$ cat config.mk
export PLATFORM = sky130hd
export DESIGN_NAME = idle_threshold_notifier_core
export DESIGN_NICKNAME = d
export VERILOG_FILES = /design/src/design/itn_pkg.sv /design/src/design/idle_threshold_notifier_core.sv
export VERILOG_INCLUDE_DIRS = /design/src /design/src/design
export SDC_FILE = /design/constraint.sdc
export NUM_CORES = 2
export LEC_CHECK = 0
export ABC_AREA = 1
export BUFFER_PORTS_ARGS = -buffer_cell sky130_fd_sc_hd__buf_2
export CELL_PAD_IN_SITES_DETAIL_PLACEMENT = 1
export CELL_PAD_IN_SITES_GLOBAL_PLACEMENT = 2
export CORE_UTILIZATION = 45
export CTS_CLUSTER_DIAMETER = 200
export DETAILED_ROUTE_END_ITERATION = 6
export PLACE_DENSITY_LB_ADDON = 0.25
export SYNTH_ARGS = -nofsm -noshare
export SYNTH_HDL_FRONTEND = slang
export SYNTH_SLANG_ARGS = --single-unit
$ cat constraint.sdc
create_clock -name clk -period 18 [get_ports clk]
set_input_delay 2.7 -clock clk [delete_from_list [all_inputs] [get_ports clk]]
set_output_delay 2.7 -clock clk [all_outputs]
set_load 0.01 [all_outputs]
$ cat src/design/assert_macros.svh
// Assertion macros used by the notifier core.
`ifndef ASSERT_MACROS_SVH
`define ASSERT_MACROS_SVH
// Implication checked at every clock edge outside reset.
`define ASSERT_IMP(label, clk, rst_n, ante, cons, msg) \
	label: assert property (@(posedge clk) disable iff (!rst_n) (ante) |-> (cons)) \
		else $error(msg);
// Next-cycle implication.
`define ASSERT_NXT(label, clk, rst_n, ante, cons, msg) \
	label: assert property (@(posedge clk) disable iff (!rst_n) (ante) |=> (cons)) \
		else $error(msg);
`endif

$ cat src/design/itn_pkg.sv
// Package: constants and codes of the idle threshold notifier.
package itn_pkg;
	localparam int MaxListeners = 16;
	localparam int IdxW = $clog2(MaxListeners);
	localparam int CntW = $clog2(MaxListeners + 1);

	localparam logic [1:0] FUNC_ADD = 2'd0;
	localparam logic [1:0] FUNC_REMOVE = 2'd1;
	localparam logic [1:0] FUNC_ACTIVITY = 2'd2;
	localparam logic [1:0] FUNC_TICK = 2'd3;

	localparam logic [1:0] KIND_IDLE = 2'd0;
	localparam logic [1:0] KIND_BACK = 2'd1;
	localparam logic [1:0] KIND_DONE = 2'd2;

	localparam logic [1:0] ST_OK = 2'd0;
	localparam logic [1:0] ST_ZERO = 2'd1;
	localparam logic [1:0] ST_FULL = 2'd2;
	localparam logic [1:0] ST_NOTFOUND = 2'd3;

	localparam logic [1:0] TMR_LEAVE = 2'd0;
	localparam logic [1:0] TMR_STOP = 2'd1;
	localparam logic [1:0] TMR_RESTART = 2'd2;
endpackage

$ cat src/design/idle_threshold_notifier_core.sv
// Top level: listener table in memory with a sequenced idle check.
// Sequence: each pass reads then evaluates every table entry (back pass and idle pass for a
// check, search plus shift for remove), between setup, done and handoff states; output stalls hold it.
// Flow: one item at a time; a new request is taken only after the previous result has been
// handed off, as the passes over the entry memory read one entry at a time.
// Reset: arst_n clears count, times, idle flags and the sequencer; ids and thresholds
// stay undefined until written.
`include "assert_macros.svh"
module idle_threshold_notifier_core (
	input  logic        clk,
	input  logic        arst_n,
	input  logic        in_valid,
	output logic        in_ready,
	input  logic [1:0]  func,
	input  logic [15:0] listener_id,
	input  logic [31:0] threshold_sec,
	input  logic [31:0] now_sec,
	output logic        out_valid,
	input  logic        out_ready,
	output logic [1:0]  kind,
	output logic [15:0] notify_id,
	output logic [31:0] idle_sec,
	output logic [1:0]  status,
	output logic [1:0]  timer_cmd,
	output logic [31:0] timer_delay_sec,
	output logic        last
);
	import itn_pkg::*;

	typedef enum logic [3:0] {
		S_IDLE, S_ADD, S_CHK, S_BACK_RD, S_BACK_EV, S_IDL_RD, S_IDL_EV,
		S_REM_RD, S_REM_EV, S_SH_RD, S_SH_WR, S_DONE, S_WAIT
	} state_t;

	// Entry memory: id and threshold, one synchronous read port, one write port.
	logic [47:0] mem_q [MaxListeners];
	logic [47:0] rd_q;
	logic [IdxW-1:0] raddr;
	logic        we;
	logic [IdxW-1:0] waddr;
	logic [47:0] wdata;
	// Idle flags must reset, so they live in flip-flops.
	logic [MaxListeners-1:0] flag_q;

	state_t      st_q;
	logic [CntW-1:0] cnt_q;
	logic [IdxW-1:0] idx_q;
	logic [31:0] act_q, hand_q;
	logic [15:0] id_q;
	logic [31:0] thr_q, now_q, idle_q, best_q;
	logic        pend_q, noreset_q;
	logic [1:0]  st_res_q, cmd_q;

	logic [31:0] idle_n, earlier_n;
	logic [CntW-1:0] idx_ext;
	assign idle_n = now_q - act_q;
	assign earlier_n = now_q - hand_q;
	assign idx_ext = CntW'(idx_q);

	always_ff @(posedge clk) begin
		if (we) mem_q[waddr] <= wdata;
		rd_q <= mem_q[raddr];
	end

	assign in_ready = (st_q == S_IDLE);

	// Reads and writes of the memory follow the sequencer state.
	always_comb begin
		raddr = idx_q;
		we = 1'b0;
		waddr = idx_q;
		wdata = {id_q, thr_q};
		case (st_q)
			S_ADD: begin
				we = 1'b1;
				waddr = cnt_q[IdxW-1:0];
			end
			S_SH_RD: raddr = IdxW'(idx_ext + 1'b1);
			S_SH_WR: begin
				we = 1'b1;
				wdata = rd_q;
			end
			default: ;
		endcase
	end

	always_ff @(posedge clk or negedge arst_n) begin
		if (!arst_n) begin
			st_q <= S_IDLE;
			cnt_q <= '0;
			act_q <= '0;
			hand_q <= '0;
			flag_q <= '0;
			out_valid <= 1'b0;
			idx_q <= '0;
			pend_q <= 1'b0;
		end else begin
			case (st_q)
				S_IDLE: begin
					if (in_valid) begin
						id_q <= listener_id;
						thr_q <= threshold_sec;
						now_q <= now_sec;
						idle_q <= '0;
						cmd_q <= TMR_LEAVE;
						st_res_q <= ST_OK;
						noreset_q <= 1'b0;
						pend_q <= 1'b0;
						idx_q <= '0;
						case (func)
							FUNC_ADD: begin
								if (threshold_sec == '0) begin
									st_res_q <= ST_ZERO;
									st_q <= S_DONE;
								end else if (cnt_q >= CntW'(MaxListeners)) begin
									st_res_q <= ST_FULL;
									st_q <= S_DONE;
								end else begin
									st_q <= S_ADD;
								end
							end
							FUNC_REMOVE: begin
								if (threshold_sec == '0) begin
									st_res_q <= ST_ZERO;
									st_q <= S_DONE;
								end else begin
									st_res_q <= ST_NOTFOUND;
									st_q <= (cnt_q == '0) ? S_DONE : S_REM_RD;
								end
							end
							FUNC_ACTIVITY: begin
								noreset_q <= (act_q != '0);
								act_q <= (now_sec != '0) ? now_sec : 32'd1;
								st_q <= S_CHK;
							end
							default: st_q <= S_CHK;
						endcase
					end
				end
				S_ADD: begin
					flag_q[cnt_q[IdxW-1:0]] <= 1'b0;
					cnt_q <= cnt_q + 1'b1;
					st_q <= S_CHK;
				end
				S_CHK: begin
					if (act_q == '0) begin
						st_q <= S_DONE;
					end else begin
						idle_q <= idle_n;
						hand_q <= act_q;
						idx_q <= '0;
						if (earlier_n > idle_n && cnt_q != '0) st_q <= S_BACK_RD;
						else if (noreset_q || cnt_q == '0) st_q <= S_DONE;
						else st_q <= S_IDL_RD;
					end
				end
				// Back pass: emit and clear each flagged entry in table order.
				S_BACK_RD: begin
					// Drop a notification that transfers during the read cycle.
					if (out_ready) out_valid <= 1'b0;
					st_q <= S_BACK_EV;
				end
				S_BACK_EV: begin
					if (!out_valid || out_ready) begin
						out_valid <= flag_q[idx_q] && !out_valid;
						if (flag_q[idx_q] && !out_valid) begin
							kind <= KIND_BACK;
							notify_id <= rd_q[47:32];
							idle_sec <= idle_q;
							status <= ST_OK;
							timer_cmd <= TMR_LEAVE;
							timer_delay_sec <= '0;
							last <= 1'b0;
							flag_q[idx_q] <= 1'b0;
						end
						if (!(flag_q[idx_q] && out_valid)) begin
							if (idx_ext + 1'b1 >= cnt_q) begin
								idx_q <= '0;
								st_q <= noreset_q ? S_DONE : S_IDL_RD;
							end else begin
								idx_q <= idx_q + 1'b1;
								st_q <= S_BACK_RD;
							end
						end
					end
				end
				// Idle pass: flag reached thresholds, track nearest pending one.
				S_IDL_RD: begin
					if (out_ready) out_valid <= 1'b0;
					st_q <= S_IDL_EV;
				end
				S_IDL_EV: begin
					if (!out_valid || out_ready) begin
						out_valid <= !flag_q[idx_q] && rd_q[31:0] <= idle_q && !out_valid;
						if (!flag_q[idx_q] && rd_q[31:0] <= idle_q && !out_valid) begin
							kind <= KIND_IDLE;
							notify_id <= rd_q[47:32];
							idle_sec <= idle_q;
							status <= ST_OK;
							timer_cmd <= TMR_LEAVE;
							timer_delay_sec <= '0;
							last <= 1'b0;
							flag_q[idx_q] <= 1'b1;
						end else if (!flag_q[idx_q] && rd_q[31:0] > idle_q &&
							(!pend_q || rd_q[31:0] < best_q)) begin
							best_q <= rd_q[31:0];
							pend_q <= 1'b1;
						end
						if (!(!flag_q[idx_q] && rd_q[31:0] <= idle_q && out_valid)) begin
							if (idx_ext + 1'b1 >= cnt_q) st_q <= S_DONE;
							else begin
								idx_q <= idx_q + 1'b1;
								st_q <= S_IDL_RD;
							end
						end
					end
				end
				// Remove: search first match, then shift later entries up.
				S_REM_RD: st_q <= S_REM_EV;
				S_REM_EV: begin
					if (rd_q == {id_q, thr_q}) begin
						st_res_q <= ST_OK;
						st_q <= (idx_ext + 1'b1 >= cnt_q) ? S_SH_WR : S_SH_RD;
					end else if (idx_ext + 1'b1 >= cnt_q) begin
						st_q <= S_DONE;
					end else begin
						idx_q <= idx_q + 1'b1;
						st_q <= S_REM_RD;
					end
				end
				S_SH_RD: st_q <= S_SH_WR;
				S_SH_WR: begin
					// Last slot: drop the entry and clear its flag.
					if (idx_ext + 1'b1 >= cnt_q) begin
						flag_q[idx_q] <= 1'b0;
						cnt_q <= cnt_q - 1'b1;
						if (cnt_q == CntW'(1)) cmd_q <= TMR_STOP;
						st_q <= S_DONE;
					end else begin
						flag_q[idx_q] <= flag_q[IdxW'(idx_ext + 1'b1)];
						idx_q <= idx_q + 1'b1;
						st_q <= (idx_ext + 2'd2 >= cnt_q) ? S_SH_WR : S_SH_RD;
					end
				end
				S_DONE: begin
					if (!out_valid || out_ready) begin
						out_valid <= 1'b1;
						kind <= KIND_DONE;
						notify_id <= '0;
						idle_sec <= idle_q;
						status <= st_res_q;
						timer_cmd <= pend_q ? TMR_RESTART : cmd_q;
						timer_delay_sec <= pend_q ? (best_q - idle_q) : '0;
						last <= 1'b1;
						st_q <= S_WAIT;
					end
				end
				S_WAIT: begin
					if (out_ready) begin
						out_valid <= 1'b0;
						st_q <= S_IDLE;
					end
				end
				default: st_q <= S_IDLE;
			endcase
		end
	end

	`ASSERT_IMP(a_cnt_range, clk, arst_n, 1'b1, cnt_q <= CntW'(MaxListeners), "count overflow")
	`ASSERT_IMP(a_idle_quiet, clk, arst_n, st_q == S_IDLE, !out_valid, "result while idle")
	`ASSERT_NXT(a_add_grows, clk, arst_n, st_q == S_ADD, cnt_q == $past(cnt_q) + 1'b1, "add lost")
endmodule
==> results.tsv <==
stage	metric	value	unit
logic_synthesis	Avg Inst Size Synth	10.5	sq um
sta	measured slew at the worst slew-check pin	1.20	ns
status	status	finished, final reports clean	
clocking	CTS tree	built	
sta	Fin Hold WS	0.460	ns
logic_synthesis	Adder-Cell Fraction of Synth Area	0.0494	
routing	1st-pass router iterations	5	
logic_synthesis	Syn Nets	5414	
logic_synthesis	synthesized area	53700	sq um
power_and_ir_drop	clock share of power	0.256	
setup_path	CP arrival	5.34	ns
global_route	initial antenna violation count	14	
logic_synthesis	Yosys cell types	47	
logic_synthesis	sequential-to-total area share from yosys stat	0.624	
final_layout	Final nets	5591	
final_layout	layout cell share with drive strength beyond 1	0.0904	
die	io pins	175	
global_route	gr usage total	0.285	
global_route	GR Overflow Total	0	
clocking	clock root cell	clkbuf_16	
routing	Antenna Violating Nets Remaining	0	
power_and_ir_drop	net switching power	3.98	mW
die	site row count	126	
placement	IO Port Bufs	174	
clocking	post-CTS setup buffer count	0	
final_layout	area of the multi-input gates	18000	sq um
sta	fmax	200	MHz
logic_synthesis	Post-synth EDFFs	1003	
die	Die Y	347	um
sta	slew margin rel.	0.195	
clocking	Num CTS Buffers	118	
routing	DR iter-0 viols	3363	
logic_synthesis	FFs w/ async S/R, synth	0.0829	
logic_synthesis	ys flop type	edfxtp_1	
die	Starting Density	0.454	
sta	clock skew	0.0372	ns
logic_synthesis	#FFs+latches synth	1146	
global_route	first-pass GRT wire length	256000	um
power_and_ir_drop	Reg power frac	0.359	
clocking	clock sink total	1146	
die	Die W	347	um
logic_synthesis	complex-gate fraction of the synthesized area	0.122	
power_and_ir_drop	Switching Fraction	0.399	
setup_path	Worst setup SP type	primary input	
routing	Via density	5.71	
logic_synthesis	Yosys warning count	0	
setup_path	FF-to-FF setup slack	13.19	ns
sta	Slew Limit Fails	0	
sta	min cycle time layout	4.99	ns
setup_path	CP Max Fanout	58	
final_layout	FILL cells	12800	
routing	Wirelength per Cell	25.0	um
setup_path	CP Capture Type	flip-flop	
sta	final setup TNS	0	ns
routing	DRC	0	
die	core area	118000	sq um
sta	Setup-failing EPs final	0	
global_route	largest net degree at the start of global routing	219	
sta	Final Hold Fails	0	
setup_path	kind of critical path	in2reg	
power_and_ir_drop	Power Internal	5.99	mW
routing	Routed WL	173000	um
global_route	vias in the first global route	40500	
clocking	Hold-fix buffers, CTS	0	
min_path	worst min-delay path category	reg2reg	
clocking	H-tree depth	3	
sta	RSZ-0062 raised after global routing	false	
logic_synthesis	Gate Count Post-Synth	5118	
setup_path	WP data required	18.34	ns
power_and_ir_drop	worst ir drop on vdd	0.000127	V
power_and_ir_drop	Power Density	165	nW/um^2
logic_synthesis	main combinational cell family by area after synthesis	simple AND/OR/NAND/NOR gates	
logic_synthesis	Post-Synth Simple-Gate Area	0.142	
sta	Final period util	0.277	
final_layout	Area Growth Syn to Fin	12.8	%
routing	vias post-DR	39600	
clocking	worst-skew pair later-pin latency	0.75	ns
placement	DPL Wire Length	110000	um
run	Max Cap Violations	0	
logic_synthesis	mux cell area share after synthesis	0	
logic_synthesis	post-synthesis xor/xnor area fraction	0.0178	
die	die area	121000	sq um
power_and_ir_drop	combinational group share of total power	0.385	
clocking	clk buf depth	3	
power_and_ir_drop	leakage	22.6	nW
placement	gpl congestion	0.916	
clocking	CTS resizes	0	
clocking	CTS clk-pin slew, worst paths	0.06	ns
final_layout	Register Area	33500	sq um
## flip-flops by register name, summed over array words and instances (netlist names), 5 cells and up
name and cells:
mem_q 768, hand_q 32, flag_q 16, now_q 32, act_q 32, idle_q 32
best_q 32, cnt_q 5, idle_sec 32, timer_delay_sec 32, notify_id 16, thr_q 32
rd_q 48, id_q 16
## synthesized netlist by cell type (2+ instances only)
master    number  area share
xor2_1        50      0.0082
nand3_1      162       0.015
nand4_1       76      0.0089
and2_1         3     0.00035
a31oi_1       12      0.0014
o21ai_0      587       0.055
a21boi_0       5     0.00070
nor2_1       937       0.066
o211ai_1     141       0.020
nand3b_1       5     0.00070
o21bai_1      10      0.0014
o32ai_1       37      0.0060
o31ai_1        2     0.00028
fa_1           3      0.0011
a21oi_1      207       0.019
ha_1         207       0.048
nor2_2         4     0.00047
edfxtp_1    1003        0.56
inv_2          9     0.00063
xnor2_1       56      0.0091
o21ai_1      113       0.011
buf_2         71      0.0066
o21a_1        18      0.0025
a221oi_1       6     0.00098
nor3_1        37      0.0035
dfxtp_1       48       0.018
nor4_1        15      0.0017
a21o_1        15      0.0021
o221ai_1       6     0.00098
nand2_1      635       0.044
dfrtp_1       95       0.044
inv_1        391       0.027
o21ai_2        3     0.00049
clkbuf_1     110      0.0077
buf_4          5     0.00070
a211oi_1       4     0.00056
nor2_4         3     0.00063
buf_6          4     0.00084
buf_1         15      0.0010
## cells in the final DEF, fill, tap and decap left out, types with 8 or more instances in the layout
| cell type | n |
|---|---|
| edfxtp_1 | 1003 |
| nor2_1 | 917 |
| nand2_1 | 635 |
| o21ai_0 | 587 |
| inv_1 | 389 |
| ha_1 | 207 |
| a21oi_1 | 206 |
| buf_2 | 173 |
| nand3_1 | 161 |
| o211ai_1 | 141 |
| clkbuf_16 | 119 |
| o21ai_1 | 113 |
| dfrtp_1 | 95 |
| buf_4 | 86 |
| nand4_1 | 76 |
| xnor2_1 | 56 |
| xor2_1 | 50 |
| dfxtp_1 | 48 |
| o32ai_1 | 37 |
| nor3_1 | 36 |
| clkbuf_1 | 33 |
| nor2_4 | 24 |
| clkbuf_8 | 19 |
| o21a_1 | 18 |
| clkinv_2 | 18 |
| a21o_1 | 15 |
| nor4_1 | 15 |
| bufinv_16 | 13 |
| a31oi_1 | 12 |
| clkinv_1 | 11 |
| o21bai_1 | 10 |
| inv_2 | 8 |
## cells by family (layout without fill, tap and decap cells)
kind of cell	count (synthesis)	count (layout)
AND/OR/NAND/NOR	1881	1881
flip-flops	1146	1146
XOR/XNOR	107	107
adder cells (fa/ha/maj)	210	210
buffers and inverters	605	884
other	0	2
AO/OA/AOI/OAI	1169	1169
## final timing paths
path / from / endpoint / depth (start not counted)
worst max-delay path: arst_n / id_q[0]$_DFFE_PP_ / 5
worst min-delay path: idle_q[5]$_SDFFCE_PN0P_ / idle_sec[5]$_DFFE_PP_ / 0
worst max register to register: idx_q[0]$_DFFE_PN0P_ / rd_q[45]$_DFF_P_ / 12
worst min register to register: idle_q[5]$_SDFFCE_PN0P_ / idle_sec[5]$_DFFE_PP_ / 0
max in group asynchronous: arst_n / act_q[2]$_DFFE_PN0P_ / 2
min in group asynchronous: arst_n / act_q[30]$_DFFE_PN0P_ / 1
## critical path: stages
cell	delay [ns]
buf_4	0.47
buf_4	0.74
inv_1	0.23
nor3_2	0.34
buf_4	0.71
## power groups by stage
stage	Sequential (mW)	Combinational (mW)	Clock (mW)
2_1_floorplan	3.57	2.50	0
3_3_place_gp	3.62	3.67	0
3_5_place_dp	3.63	3.79	0
4_1_cts	3.58	3.83	2.59
5_1_grt	3.60	4.26	2.67
6_report	3.58	3.84	2.55
## layout make-up
type	count	area share
Antenna cell	2	0.0000827
Clock buffer	171	0.0556
Clock inverter	51	0.0114
Inverter	400	0.0250
Multi-Input combinational cell	3367	0.297
Sequential cell	1146	0.553
Tap cell	1536	0.0318
Timing Repair Buffer	262	0.0260
## routing by layer
| layer | wire length, um | track usage | vias to the layer above |
|---|---|---|---|
| met4 | 7080 | 0.109 | 12 |
| met3 | 9450 | 0.0427 | 299 |
| met5 | 80 | 0 | - |
| li1 | - | - | 18300 |
| met2 | 79000 | 0.453 | 1122 |
| met1 | 77800 | 0.395 | 19800 |
## through the flow
stage | area, sq um | util | std cells | setup WS, ns | total power [mW]
after global routing | 60500 | 0.512 | 6933 | 12.76 | 10.5
after global placement | 56400 | 0.478 | 6711 | 12.23 | 7.30
after CTS | 60500 | 0.512 | 6933 | 12.99 | 10.0
after floorplan | 53700 | - | 5118 | 9.14 | 6.07
final | 60500 | 0.512 | 6935 | 13.01 | 9.97
after detailed placement | 56400 | 0.478 | 6711 | 12.23 | 7.42
Power figures use the tool's default switching activity.
